File: config.mk
export PLATFORM = sky130hd
export DESIGN_NAME = h264_sequence_header_locator_top_flat
export DESIGN_NICKNAME = d
export VERILOG_FILES = /design/src/rtl/shl_pkg.sv /design/src/rtl/shl_stream_if.sv /design/src/rtl/shl_scan.sv /design/src/rtl/h264_sequence_header_locator_top.sv /design/src/flat_wrapper.sv
export SDC_FILE = /design/constraint.sdc
export NUM_CORES = 1
export LEC_CHECK = 0
export ABC_AREA = 0
export BUFFER_PORTS_ARGS = -buffer_cell sky130_fd_sc_hd__buf_4
export CAP_MARGIN = 10
export CORE_MARGIN = 3
export CORE_UTILIZATION = 40
export DETAILED_ROUTE_END_ITERATION = 12
export SYNTH_ARGS = -nofsm -noshare
export SYNTH_HDL_FRONTEND = slang
export SYNTH_SLANG_ARGS = --single-unit
File: constraint.sdc
create_clock -name clk_i -period 5.81 [get_ports clk_i]
set_input_delay 1.162 -clock clk_i [delete_from_list [all_inputs] [get_ports clk_i]]
set_output_delay 1.162 -clock clk_i [all_outputs]
set_load 0.005 [all_outputs]
File: src/rtl/shl_pkg.sv
`timescale 1ns / 1ps

package shl_pkg;

  localparam int unsigned FIELD_W = 16;
  localparam int unsigned BYTE_W  = 8;
  localparam int unsigned WIN_W   = 24;
  localparam int unsigned CAP_N   = 3;

  localparam logic [WIN_W-1:0] WINDOW_RESET = 24'h0000ff;
  localparam logic [WIN_W-1:0] START_CODE   = 24'h000001;
  localparam logic [4:0]       NAL_TYPE_MASK = 5'h1f;
  localparam int unsigned      START_CODE_BYTES = 4;

  localparam logic [4:0] NAL_IDR = 5'd5;
  localparam logic [4:0] NAL_SPS = 5'd7;
  localparam logic [4:0] NAL_PPS = 5'd8;

  typedef enum logic [1:0] {
    ST_OK       = 2'd0,
    ST_NO_SPS   = 2'd1,
    ST_NO_PPS   = 2'd2,
    ST_TOO_LONG = 2'd3
  } shl_status_e;

  typedef struct packed {
    logic idr;
    logic pps;
    logic sps;
  } shl_found_t;

  typedef struct packed {
    logic       overflow;
    shl_found_t found;
  } shl_snap_flags_t;

  typedef logic [CAP_N-1:0][BYTE_W-1:0] shl_cap_t;

endpackage

File: src/rtl/shl_stream_if.sv
`timescale 1ns / 1ps

interface shl_byte_if;
  logic       valid;
  logic       ready;
  logic [7:0] data_byte;
  logic       last_byte;

  modport source (output valid, output data_byte, output last_byte, input ready);
  modport sink (input valid, input data_byte, input last_byte, output ready);
endinterface

interface shl_hdr_if;
  logic        valid;
  logic        ready;
  logic [15:0] sps_offset;
  logic [15:0] sps_length;
  logic [15:0] pps_offset;
  logic [15:0] pps_length;
  logic [7:0]  profile_code;
  logic [7:0]  profile_compat;
  logic [7:0]  level_code;
  logic [1:0]  status;

  modport source (
    output valid, output sps_offset, output sps_length, output pps_offset,
    output pps_length, output profile_code, output profile_compat,
    output level_code, output status, input ready
  );
  modport sink (
    input valid, input sps_offset, input sps_length, input pps_offset,
    input pps_length, input profile_code, input profile_compat,
    input level_code, input status, output ready
  );
endinterface

File: src/rtl/shl_scan.sv
`timescale 1ns / 1ps

module shl_scan
  import shl_pkg::*;
#(
  parameter int unsigned POS_BITS = 16
) (
  input  logic                clk_i,
  input  logic                rst_ni,
  input  logic                accept_i,
  input  logic [BYTE_W-1:0]   data_byte_i,
  input  logic                last_byte_i,
  output logic [POS_BITS-1:0] sps_start_o,
  output logic [POS_BITS-1:0] pps_start_o,
  output logic [POS_BITS-1:0] tail_o,
  output shl_snap_flags_t     flags_o,
  output shl_cap_t            cap_o
);

  logic [WIN_W-1:0]    window_q, window_d;
  logic [POS_BITS-1:0] pos_q, pos_d;
  logic [POS_BITS-1:0] sps_start_q, sps_start_d;
  logic [POS_BITS-1:0] pps_start_q, pps_start_d;
  logic [POS_BITS-1:0] pps_end_q, pps_end_d;
  logic [POS_BITS-1:0] total;
  shl_found_t          found_q, found_d;
  logic                pending_q, pending_d;
  logic [1:0]          cap_idx_q, cap_idx_d;
  shl_cap_t            cap_q, cap_d;
  logic                ovf_q, ovf_d;
  logic [4:0]          nal;

  function automatic logic [POS_BITS-1:0] code_pos(input logic [POS_BITS-1:0] hdr);
    logic [POS_BITS-1:0] sc;
    sc = POS_BITS'(START_CODE_BYTES);
    code_pos = (hdr >= sc) ? hdr - sc : '0;
  endfunction

  always_comb begin
    window_d    = {window_q[WIN_W-BYTE_W-1:0], data_byte_i};
    sps_start_d = sps_start_q;
    pps_start_d = pps_start_q;
    pps_end_d   = pps_end_q;
    found_d     = found_q;
    cap_d       = cap_q;
    cap_idx_d   = cap_idx_q;
    pending_d   = 1'b0;
    ovf_d       = ovf_q;
    pos_d       = pos_q;
    nal         = data_byte_i[4:0] & NAL_TYPE_MASK;
    total       = pos_q + 1'b1;

    if (cap_idx_q != 2'd0) begin
      for (int k = 0; k < CAP_N; k++) begin
        if (cap_idx_q == 2'(k + 1)) cap_d[k] = data_byte_i;
      end
      cap_idx_d = (cap_idx_q == 2'(CAP_N)) ? 2'd0 : cap_idx_q + 2'd1;
    end

    if (pending_q) begin
      unique case (nal)
        NAL_SPS: begin
          sps_start_d = pos_q;
          found_d.sps = 1'b1;
          found_d.idr = 1'b0;
          cap_d       = '0;
          cap_idx_d   = 2'd1;
        end
        NAL_PPS: begin
          pps_start_d = pos_q;
          found_d.pps = 1'b1;
          found_d.idr = 1'b0;
        end
        NAL_IDR: begin
          if (!found_q.idr) begin
            pps_end_d   = code_pos(pos_q);
            found_d.idr = 1'b1;
          end
        end
        default: ;
      endcase
    end

    if (window_d == START_CODE) pending_d = 1'b1;

    if (pos_q == '1) begin
      ovf_d = 1'b1;
    end else begin
      pos_d = total;
    end
  end

  assign sps_start_o    = sps_start_d;
  assign pps_start_o    = pps_start_d;
  assign tail_o         = found_d.idr ? pps_end_d : total;
  assign flags_o.found  = found_d;
  assign flags_o.overflow = ovf_d;
  assign cap_o          = cap_d;

  always_ff @(posedge clk_i or negedge rst_ni) begin
    if (!rst_ni) begin
      window_q    <= WINDOW_RESET;
      pos_q       <= '0;
      sps_start_q <= '0;
      pps_start_q <= '0;
      pps_end_q   <= '0;
      found_q     <= '0;
      pending_q   <= 1'b0;
      cap_idx_q   <= 2'd0;
      cap_q       <= '0;
      ovf_q       <= 1'b0;
    end else if (accept_i) begin
      if (last_byte_i) begin
        window_q    <= WINDOW_RESET;
        pos_q       <= '0;
        sps_start_q <= '0;
        pps_start_q <= '0;
        pps_end_q   <= '0;
        found_q     <= '0;
        pending_q   <= 1'b0;
        cap_idx_q   <= 2'd0;
        cap_q       <= '0;
        ovf_q       <= 1'b0;
      end else begin
        window_q    <= window_d;
        pos_q       <= pos_d;
        sps_start_q <= sps_start_d;
        pps_start_q <= pps_start_d;
        pps_end_q   <= pps_end_d;
        found_q     <= found_d;
        pending_q   <= pending_d;
        cap_idx_q   <= cap_idx_d;
        cap_q       <= cap_d;
        ovf_q       <= ovf_d;
      end
    end
  end

endmodule

File: src/rtl/h264_sequence_header_locator_top.sv
`timescale 1ns / 1ps
// Channel  Dir  Fields                                             Transfer
// in_i     in   data_byte[7:0], last_byte                          valid & ready
// out_o    out  sps/pps offset+length[15:0], profile_code,          valid & ready
//               profile_compat, level_code[7:0], status[1:0]
// One byte per cycle while in_i.ready is high; the scan registers update on each
// byte transfer. After the last byte, the result passes through the snapshot
// register, then the output register. One result per packet, packets may follow
// back to back. in_i.ready drops only while both snapshot and output registers
// are full and out_o is stalled. Reset clears all scan state; no clearing pass.

module h264_sequence_header_locator_top
  import shl_pkg::*;
#(
  parameter int unsigned POS_BITS = 16
) (
  input  logic         clk_i,
  input  logic         rst_ni,
  shl_byte_if.sink     in_i,
  shl_hdr_if.source    out_o
);

  logic                accept;
  logic                adv_out;
  logic                snap_free;
  logic [POS_BITS-1:0] sps_start, pps_start, tail;
  shl_snap_flags_t     flags;
  shl_cap_t            cap;

  logic                snap_valid_q;
  logic [POS_BITS-1:0] snap_sps_q, snap_pps_q, snap_tail_q;
  shl_snap_flags_t     snap_flags_q;
  shl_cap_t            snap_cap_q;

  shl_status_e         status_d;
  logic [POS_BITS-1:0] sps_end, pps_stop;
  logic [POS_BITS-1:0] sps_code, pps_code;

  logic                out_valid_q;
  logic [FIELD_W-1:0]  sps_offset_q, sps_length_q, pps_offset_q, pps_length_q;
  shl_cap_t            out_cap_q;
  shl_status_e         status_q;

  function automatic logic [POS_BITS-1:0] code_pos(input logic [POS_BITS-1:0] hdr);
    logic [POS_BITS-1:0] sc;
    sc = POS_BITS'(START_CODE_BYTES);
    code_pos = (hdr >= sc) ? hdr - sc : '0;
  endfunction

  function automatic logic [POS_BITS-1:0] span(input logic [POS_BITS-1:0] e,
                                               input logic [POS_BITS-1:0] s);
    span = (e > s) ? e - s : '0;
  endfunction

  assign adv_out   = !out_valid_q || out_o.ready;
  assign snap_free = !snap_valid_q || adv_out;
  assign in_i.ready = snap_free;
  assign accept    = in_i.valid && snap_free;

  shl_scan #(
    .POS_BITS (POS_BITS)
  ) u_scan (
    .clk_i       (clk_i),
    .rst_ni      (rst_ni),
    .accept_i    (accept),
    .data_byte_i (in_i.data_byte),
    .last_byte_i (in_i.last_byte),
    .sps_start_o (sps_start),
    .pps_start_o (pps_start),
    .tail_o      (tail),
    .flags_o     (flags),
    .cap_o       (cap)
  );

  always_ff @(posedge clk_i or negedge rst_ni) begin
    if (!rst_ni) begin
      snap_valid_q <= 1'b0;
    end else if (snap_free) begin
      snap_valid_q <= accept && in_i.last_byte;
    end
  end

  always_ff @(posedge clk_i) begin
    if (accept && in_i.last_byte) begin
      snap_sps_q   <= sps_start;
      snap_pps_q   <= pps_start;
      snap_tail_q  <= tail;
      snap_flags_q <= flags;
      snap_cap_q   <= cap;
    end
  end

  always_comb begin
    priority if (snap_flags_q.overflow) status_d = ST_TOO_LONG;
    else if (!snap_flags_q.found.sps)   status_d = ST_NO_SPS;
    else if (!snap_flags_q.found.pps)   status_d = ST_NO_PPS;
    else                                status_d = ST_OK;

    sps_code = code_pos(snap_sps_q);
    pps_code = code_pos(snap_pps_q);
    if (snap_pps_q > snap_sps_q) begin
      sps_end  = pps_code;
      pps_stop = snap_tail_q;
    end else begin
      sps_end  = snap_tail_q;
      pps_stop = sps_code;
    end
  end

  always_ff @(posedge clk_i or negedge rst_ni) begin
    if (!rst_ni) begin
      out_valid_q <= 1'b0;
    end else if (adv_out) begin
      out_valid_q <= snap_valid_q;
    end
  end

  always_ff @(posedge clk_i) begin
    if (adv_out && snap_valid_q) begin
      status_q <= status_d;
      if (status_d == ST_OK) begin
        sps_offset_q <= FIELD_W'(sps_code);
        sps_length_q <= FIELD_W'(span(sps_end, snap_sps_q));
        pps_offset_q <= FIELD_W'(pps_code);
        pps_length_q <= FIELD_W'(span(pps_stop, snap_pps_q));
        out_cap_q    <= snap_cap_q;
      end else begin
        sps_offset_q <= '0;
        sps_length_q <= '0;
        pps_offset_q <= '0;
        pps_length_q <= '0;
        out_cap_q    <= '0;
      end
    end
  end

  assign out_o.valid          = out_valid_q;
  assign out_o.sps_offset     = sps_offset_q;
  assign out_o.sps_length     = sps_length_q;
  assign out_o.pps_offset     = pps_offset_q;
  assign out_o.pps_length     = pps_length_q;
  assign out_o.profile_code   = out_cap_q[0];
  assign out_o.profile_compat = out_cap_q[1];
  assign out_o.level_code     = out_cap_q[2];
  assign out_o.status         = status_q;

endmodule

File: src/flat_wrapper.sv
// flat-port wrapper written by rule: the top's interface ports become plain ports
module h264_sequence_header_locator_top_flat import shl_pkg::*;
#(
  parameter int unsigned POS_BITS = 16
)
  (clk_i, rst_ni, in_i_valid, in_i_data_byte, in_i_last_byte, in_i_ready, out_o_valid, out_o_sps_offset, out_o_sps_length, out_o_pps_offset, out_o_pps_length, out_o_profile_code, out_o_profile_compat, out_o_level_code, out_o_status, out_o_ready);
  shl_byte_if in_i_i ();
  shl_hdr_if out_o_i ();
  input  logic clk_i;
  input  logic rst_ni;
  input wire logic [$bits(in_i_i.valid)-1:0] in_i_valid;
  input wire logic [$bits(in_i_i.data_byte)-1:0] in_i_data_byte;
  input wire logic [$bits(in_i_i.last_byte)-1:0] in_i_last_byte;
  output wire logic [$bits(in_i_i.ready)-1:0] in_i_ready;
  output wire logic [$bits(out_o_i.valid)-1:0] out_o_valid;
  output wire logic [$bits(out_o_i.sps_offset)-1:0] out_o_sps_offset;
  output wire logic [$bits(out_o_i.sps_length)-1:0] out_o_sps_length;
  output wire logic [$bits(out_o_i.pps_offset)-1:0] out_o_pps_offset;
  output wire logic [$bits(out_o_i.pps_length)-1:0] out_o_pps_length;
  output wire logic [$bits(out_o_i.profile_code)-1:0] out_o_profile_code;
  output wire logic [$bits(out_o_i.profile_compat)-1:0] out_o_profile_compat;
  output wire logic [$bits(out_o_i.level_code)-1:0] out_o_level_code;
  output wire logic [$bits(out_o_i.status)-1:0] out_o_status;
  input wire logic [$bits(out_o_i.ready)-1:0] out_o_ready;
  assign in_i_i.valid = in_i_valid;
  assign in_i_i.data_byte = in_i_data_byte;
  assign in_i_i.last_byte = in_i_last_byte;
  assign in_i_ready = in_i_i.ready;
  assign out_o_valid = out_o_i.valid;
  assign out_o_sps_offset = out_o_i.sps_offset;
  assign out_o_sps_length = out_o_i.sps_length;
  assign out_o_pps_offset = out_o_i.pps_offset;
  assign out_o_pps_length = out_o_i.pps_length;
  assign out_o_profile_code = out_o_i.profile_code;
  assign out_o_profile_compat = out_o_i.profile_compat;
  assign out_o_level_code = out_o_i.level_code;
  assign out_o_status = out_o_i.status;
  assign out_o_i.ready = out_o_ready;
  h264_sequence_header_locator_top #(.POS_BITS(POS_BITS)) u_core (.clk_i(clk_i), .rst_ni(rst_ni), .in_i(in_i_i), .out_o(out_o_i));
endmodule
* Word level (Yosys, flattened, before mapping)
Cells that the tools add are included.
Cells by class: magnitude comparators 6, multiplexer cells 43, reductions and logical operators 13, equality and inequality tests 9, add/sub/neg operators 7
Operators with widths (number):
- $mux 16 | 19
- $mux 24 | 4
- $ge 16x3->1 const B | 3
- $gt 16x16->1 | 3
- $sub 16x3->16 const B | 3
- $sub 16x16->16 | 2
- $eq 24x1->1 const B | 1
- $mux 8 | 3
- $add 16x1->16 const B | 1
- $eq 16x16->1 const B | 1
- $mux 2 | 8
- $eq 5x3->1 const B | 2
- $mux 1 | 6
- $mux 3 | 2
- $reduce_and 2->1 | 3
- $eq 5x4->1 const B | 1
- $eq 2x2->1 const B | 2
- $logic_and 1x1->1 | 3
- $add 2x1->2 const B | 1
- $eq 2x1->1 const B | 1
- $logic_not 1->1 | 2
- $logic_not 2->1 | 1
- $logic_or 1x1->1 | 2
- $ne 2x2->1 const B | 1
- other kinds (3) | 3
Storage, ports and cells: input port bits 13, logic and storage cells 111, register bits after elaboration 278, output and inout port bits 92

* Depth between registers and ports, before layout
Gate-level depths: netlist of run 1.
depth in word-level cells 6, mapped depth 22, mapped depth without buffers 19

* Hierarchy
From an unflattened synthesis of run 1, not the netlist that was laid out.
Unflattened totals: cell total of the unflattened synthesis 1385, area, all modules 14795.4 um^2
Modules (own cells, without submodules):
- h264_sequence_header_locator_top | instances 1, cells each 699, area each 8632.0 um^2, sequential area each 5004.8 um^2
- shl_scan | instances 1, cells each 686, area each 6163.4 um^2, sequential area each 2787.7 um^2

* Worst setup path before layout of run 1
No wires, ideal clock.
kind reg2reg, start register u_core.snap_pps_q[14], end register u_core.pps_length_q[10] (netlist: u_core.out_o.pps_length[10]) (data pin), setup time 0.257 ns, period minus slack after synthesis 4.420 ns, arrival 4.163 ns, stages on the path, launching flop included 19, slack 1.390 ns, path buffers 3, path through edfxtp_1 ha_1 nand3_1 or3_1 o31a_2 clkbuf_1 a21oi_1 ha_1 inv_1 fa_1 a21o_1 a211o_1 a31o_2 a41o_1 a21oi_1 or3_1 buf_2 buf_2 nor2_1
On the way: word-level cells in the longest chain between the ends 4
Ends and longest elaborated chain:
- start: declaration | line h264_sequence_header_locator_top.sv:31 | logic [POS_BITS-1:0] snap_sps_q, snap_pps_q, snap_tail_q;
- start signal: assignment | line h264_sequence_header_locator_top.sv:86 | snap_pps_q <= pps_start;
- $gt 16x16->1 | line h264_sequence_header_locator_top.sv:101 | if (snap_pps_q > snap_sps_q) begin
- $mux 16 | line h264_sequence_header_locator_top.sv:101
- $gt 16x16->1 | line h264_sequence_header_locator_top.sv:52 | span = (e > s) ? e - s : '0;
- $reduce_and 2->1 (no line)
- end signal: assignment | line h264_sequence_header_locator_top.sv:125 | pps_length_q <= FIELD_W'(span(pps_stop, snap_pps_q));
- end: declaration | line h264_sequence_header_locator_top.sv:40 | logic [FIELD_W-1:0] sps_offset_q, sps_length_q, pps_offset_q, pps_length_q;
Parallel ways exist; a longest one is shown, timed or not. A chain may end at the register's enable or synchronous reset.

* Worst setup path after layout of run 1
start register u_core.snap_pps_q[14], end register u_core.sps_length_q[13] (netlist: u_core.out_o.sps_length[13]) (data pin)
On the way: word-level cells in the longest chain between the ends 5
Ends and longest elaborated chain:
- $sub 16x3->16 or $ge 16x3->1 (tied branches) | line h264_sequence_header_locator_top.sv:47 | code_pos = (hdr >= sc) ? hdr - sc : '0;
- $mux 16 | line h264_sequence_header_locator_top.sv:47
- $mux 16 (*) | line h264_sequence_header_locator_top.sv:101
- $gt 16x16->1 | line h264_sequence_header_locator_top.sv:52
- $reduce_and 2->1 (no line)
- end signal: assignment | line h264_sequence_header_locator_top.sv:123 | sps_length_q <= FIELD_W'(span(sps_end, snap_sps_q));
- end: declaration | line h264_sequence_header_locator_top.sv:40
Mark *: on every way between the ends. The rest lies on a longest branch, timed or not.

==> impl_metrics.toml, run 1 <==
[timing]
clock_skew_ns = 0.0129
rsz0062_at_grt = "false"
period_needed_ns = 5.30
fin_crit_sh = 0.911
setup-violations-final = 0
worst_pin_slew_ns = 0.991
finalHoldViolations = 0
fin_tns_setup_ns = 0
whs_ns = 0.466
relSlewSlack = 0.339
max_freq_mhz = 189
drv_slew = 0

[floorplan]
chipHeight_um = 197
start_util = 0.407
core_area_sq_um = 35700
rows = 69
ios = 105
die_x_um = 197
fp.dieArea_sq_um = 38600

[clock_network]
clkSlewWorstSetupHoldPaths_ns = 0.06
cts_root_buf = "clkbuf_16"
post_cts_buffers = 0
cts_hold_buf = 0
clkSinkCount = 278
clk_path_buf_depth = 3
ctsResizeCount = 0
cts_buffers = 29
clock_latency_ns = 0.56
cts_tree = "yes"
h-tree-depth = 1

[drt]
drtAntennaViolNets = 0
drt-wirelength-per-cell_um = 19.8
first_pass_iters = 7
vias = 10800
drt_iter0_drc = 768
wirelength_mm = 38.1
drc_errors = 0
viasPerCell = 5.61

[finish]
reg_top3 = "u_core.snap_cap_q (24), u_core.u_scan.cap_q (24)"
nets = 1516
final_area_sq_um = 16600
post-route-util = 0.466
drive_gt1_frac = 0.155
antenna_cells = 0
syn2layout_area_growth_pct = 14.5

[worst_setup_path]
startpoint = "u_core.snap_pps_q[14]$_DFFE_PP_"
cp-end-kind = "register"
critical_path_class = "reg2reg"
rr_worst_depth = 16
slowest_stage = "o31a_2"
worst_setup_path_start_kind = "register"
required_ns = 6.09
r2r_slack_ns = 0.51
r2r-start = "u_core.snap_pps_q[14]$_DFFE_PP_"
path_cells = "ha_1, nand3_1, or3_1, o21ai_0, o31a_2, mux2i_1, ha_1, inv_1, fa_1, nand3_1, a21oi_1, nor3_1, o21ai_0, a221o_1, nand2_1, nor4_1"
arrival_ns = 5.58
worst-path-max-fanout = 33
r2r-end = "u_core.out_o.sps_length[13]$_SDFFCE_PN0P_"
critPathMaxStageDelay_ns = 0.62

[pwr]
power_mw = 4.85
ir_drop_uv = 233
power_density_nw_per_um2 = 292
p_leak_nw = 6.94

[logic_synthesis]
avgSynthCellArea_sq_um = 10.6
yosysSeqAreaShare = 0.536
synth_common_cells = "177 x nand2_1, 165 x edfxtp_1, 128 x nor2_1"
ys_types = 72
synth_top_area_share = 0.341
synth_fp_nets = 1451
syn_inst = 1374
synth_edf_count = 165
async_flop_share = 0.406
yosysWarningCount = 0
synth.cell_area_sq_um = 14500
ys.flop_type = "edfxtp_1"
synth_seq_cells = 278
yosysTopAreaCell = "edfxtp_1"
yosysMostFrequentCell = "nand2_1"
yosys-top-cells-area = "edfxtp_1 34%, dfrtp_1 18%, ha_1 5.3%"

[status]
outcome = "complete, no violations"

[hold_path]
hold_class = "reg2reg"
hold_path.startpoint = "u_core.u_scan.window_q[1]$_DFFE_PN1P_"
worstHoldPathCells = 2
worstHoldEndpoint = "u_core.u_scan.window_q[1]$_DFFE_PN1P_"

[placed_design]
dpl_cell_area_sq_um = 15600
place.gp.congestion = 0.882
io_buffers = 104
hpwlAfterDp_mm = 26.7

[global_route]
grt_usage = 0.193
grt_antenna_before_repair = 1
first_global_vias = 10300
grt_max_degree = 90
gr-total-overflow = 0
grt_pass1_wl_mm = 59.8

[flow_run]
drv_cap = 0
-- cells in the final DEF (no fill, tap or decap), types with 5 or more instances in the layout --
master / n
nand3b_1: 10
o21ai_1: 8
nand2b_1: 17
o21a_1: 6
or3_1: 10
mux2_4: 8
a22oi_1: 5
nor3_1: 33
o31ai_1: 23
nand3_1: 15
dfstp_2: 8
and3_1: 11
nand4_1: 13
ha_1: 62
nand2_1: 176
nor2b_1: 8
edfxtp_1: 165
xnor2_1: 45
clkbuf_1: 5
a21o_1: 19
inv_1: 46
xor2_1: 20
mux2_2: 21
a211oi_1: 9
buf_4: 117
nor4_1: 11
a22o_1: 56
o21ai_0: 49
clkinv_2: 7
nor2_1: 127
dfrtp_1: 105
and2_1: 32
a21oi_1: 95
clkbuf_16: 31
a31oi_1: 9
o22ai_1: 6
-- through the flow --
step,cells,worst slack [ns]
finish,1923,0.515
global route,1923,0.106
CTS,1923,0.535
detailed placement,1869,0.522
global placement,1869,0.719
floorplan,1374,1.39
-- per-layer routing --
layer	GRT usage	up-vias	share of wire
met5	0	-	0.00034
met4	0.0562	2	0.028
met3	0.0229	70	0.051
met2	0.297	334	0.45
met1	0.290	5306	0.47
li1	-	5074	-
-- worst max-delay path by stage --
stage,end,slack (ns),cells after the start
6_report,u_core.out_o.sps_length[13]$_SDFFCE_PN0P_,0.51,16
5_1_grt,u_core.out_o.sps_length[15]$_SDFFCE_PN0P_,0.11,16
4_1_cts,u_core.out_o.sps_length[10]$_SDFFCE_PN0P_,0.54,16
3_5_place_dp,u_core.out_o.sps_length[10]$_SDFFCE_PN0P_,0.52,16
3_3_place_gp,u_core.out_o.sps_length[15]$_SDFFCE_PN0P_,0.72,16
2_1_floorplan,u_core.out_o.pps_length[10]$_SDFFCE_PN0P_,1.39,18
-- kinds of logic after synthesis --
family,count (synthesis),synth area share
compound gates,316,0.145
xor+xnor,65,0.0392
fa+ha+maj,64,0.0562
buf+inv,130,0.0364
flops,278,0.536
mux,30,0.0252
simple gates,491,0.161
-- critical path: cells and delay by family, from the launching register on --
kind | cells | cell delay [ns]
buf+inv | 1 | 0.06
fa+ha+maj | 3 | 1.03
compound gates | 5 | 1.48
simple gates | 6 | 1.50
flops | 1 | 0.52
mux | 1 | 0.42
-- layout make-up --
type	count	area, sq um
inverters	47	176
flip-flops and latches	278	7790
clock inverters	16	161
well taps	461	577
fillers	3290	19000
multi-input cells	966	6220
repair buffers	117	878
clock buffers	38	822
-- where the power goes --
| part | switching [mW] | internal (mW) |
|---|---|---|
| Clock | 0.801 | 1.10 |
| Sequential | 0.0735 | 2.20 |
| Combinational | 0.412 | 0.271 |
No activity file was read; power rests on OpenSTA's default activity.
==> run 2: changes to the inputs <==
- PLACE_DENSITY_LB_ADDON: default -> 0.15
==> run 2 against run 1 <==
Cell count hardly changed. Highest routed layer is now met4. Critical endpoint is now u_core.out_o.sps_length[15]$_SDFFCE_PN0P_. Fmax is 4.5% higher. Register-to-register slack better by 0.23 ns. Routed wire length is 5.2% higher. Cell area hardly changed. Critical path depth is 1 higher. Combinational power is 2% higher. Sequential share of layout area hardly changed.
==> impl_metrics.toml, run 2 (synthesis gave the netlist of run 1 again) <==
[status]
outcome = "complete, no violations"

[hold_path]
worstHoldPathCells = 2
hold_path.startpoint = "u_core.u_scan.window_q[11]$_DFFE_PN0P_"
worstHoldEndpoint = "u_core.u_scan.window_q[11]$_DFFE_PN0P_"
hold_class = "reg2reg"

[finish]
antenna_cells = 0
reg_top3 = "u_core.snap_cap_q (24), u_core.u_scan.cap_q (24)"
nets = 1517
mostFrequentLayoutCell = "nand2_1"
n_fill_cell = 3390
final_cell_mix = "176 x nand2_1, 165 x edfxtp_1, 127 x nor2_1"
drive_gt1_frac = 0.150
syn2layout_area_growth_pct = 14.5

[worst_setup_path]
cp-end-kind = "register"
path_cells = "inv_1, ha_1, nand3_1, a31oi_1, a211oi_1, o21ai_0, o31a_2, buf_4, mux2_2, ha_1, a211oi_1, nor2_1, nor3_1, o21ai_0, a221o_1, nand2_1, nor4_1"
r2r-start = "u_core.snap_sps_q[2]$_DFFE_PP_"
r2r_slack_ns = 0.74
startpoint = "u_core.snap_sps_q[2]$_DFFE_PP_"
slowest_stage = "edfxtp_1"
worst_setup_path_start_kind = "register"
r2r-end = "u_core.out_o.sps_length[15]$_SDFFCE_PN0P_"
required_ns = 6.11
critical_path_class = "reg2reg"
worst-path-max-fanout = 23
cp.buffers_inverters = 2
critPathMaxStageDelay_ns = 0.54
critical_path.top_delay_family = "compound AO/OA/AOI/OAI gates"
arrival_ns = 5.37
rr_worst_depth = 17

[floorplan]
ios = 105
chipHeight_um = 197
rows = 69
start_util = 0.407
die_x_um = 197
core_area_sq_um = 35700
fp.dieArea_sq_um = 38600

[clock_network]
ctsResizeCount = 0
clkSlewWorstSetupHoldPaths_ns = 0.06
clock_latency_ns = 0.58
post_cts_buffers = 0
cts_tree = "yes"
clkSinkCount = 278
cts_hold_buf = 0
cts_root_buf = "clkbuf_16"
cts_buffers = 30
clk_path_buf_depth = 3
h-tree-depth = 1

[drt]
drtAntennaViolNets = 0
viasPerCell = 5.49
vias = 10600
drt-wirelength-per-cell_um = 20.8
wl_met1_mm = 19.4
drc_errors = 0
top_layer = "met4"
wirelength_mm = 40.1
dr_wl_met3_mm = 1.82
route.met2.wl_mm = 18.0
drt_iter0_drc = 913
first_pass_iters = 5

[flow_run]
drv_cap = 0

[global_route]
gr-total-overflow = 0
grt_pass1_wl_mm = 62.4
grt_max_degree = 74
grt_antenna_before_repair = 0
first_global_vias = 10300
grt_usage = 0.206

[timing]
setup-violations-final = 0
period_needed_ns = 5.07
fin_crit_sh = 0.872
whs_ns = 0.469
fin_tns_setup_ns = 0
drv_slew = 0
max_freq_mhz = 197
relSlewSlack = 0.246
worst_pin_slew_ns = 1.13
rsz0062_at_grt = "false"
finalHoldViolations = 0
clock_skew_ns = 0.0156

[pwr]
power_density_nw_per_um2 = 293
p_leak_nw = 6.93
ir_drop_uv = 218

[placed_design]
place.gp.congestion = 0.946
hpwlAfterDp_mm = 28.3
io_buffers = 104
run 2: per-stage QoR:
step | power [mW] | util | setup WS, ns | instances | area, sq um
6_report | 4.87 | 0.467 | 0.742 | 1924 | 16600
5_1_grt | 5.08 | 0.467 | 0.286 | 1924 | 16600
4_1_cts | 4.93 | 0.467 | 0.796 | 1924 | 16600
3_5_place_dp | 3.01 | 0.439 | 0.806 | 1869 | 15700
3_3_place_gp | 3.01 | 0.439 | 0.931 | 1869 | 15700
2_1_floorplan | 2.76 | - | 1.39 | 1374 | 14500
run 2: worst max path at each step:
stage	end	slack, ns	cells after the start
floorplan	u_core.out_o.pps_length[10]$_SDFFCE_PN0P_	1.39	18
detailed placement	u_core.out_o.sps_length[15]$_SDFFCE_PN0P_	0.81	17
global route	u_core.out_o.sps_length[13]$_SDFFCE_PN0P_	0.29	17
CTS	u_core.out_o.sps_length[15]$_SDFFCE_PN0P_	0.80	17
global placement	u_core.out_o.sps_length[13]$_SDFFCE_PN0P_	0.93	15
finish	u_core.out_o.sps_length[15]$_SDFFCE_PN0P_	0.74	17
run 2: per-layer routing:
layer  up-vias  GRT usage
met5         -          0
met4         0     0.0541
met3        59     0.0256
met2       282      0.316
met1      5147      0.311
li1       5079          -
run 2: report_power, final:
group / switching [mW] / internal, mW
Combinational: 0.429 / 0.272
Clock: 0.782 / 1.11
Sequential: 0.0732 / 2.20
run 2: cell type report:
type	instances	area, sq um	share of cell area
Clock inverter	12	158	0.00948
Timing Repair Buffer	117	891	0.0536
Sequential cell	278	7790	0.468
Clock buffer	43	820	0.0493
Inverter	47	176	0.0106
Tap cell	461	577	0.0347
Multi-Input combinational cell	966	6220	0.374
run 2: tightest hold or removal path, delay by kind of cell (launching register included):
| kind | cells | cell delay [ns] |
|---|---|---|
| flops | 1 | 0.34 |
| simple gates | 2 | 0.10 |
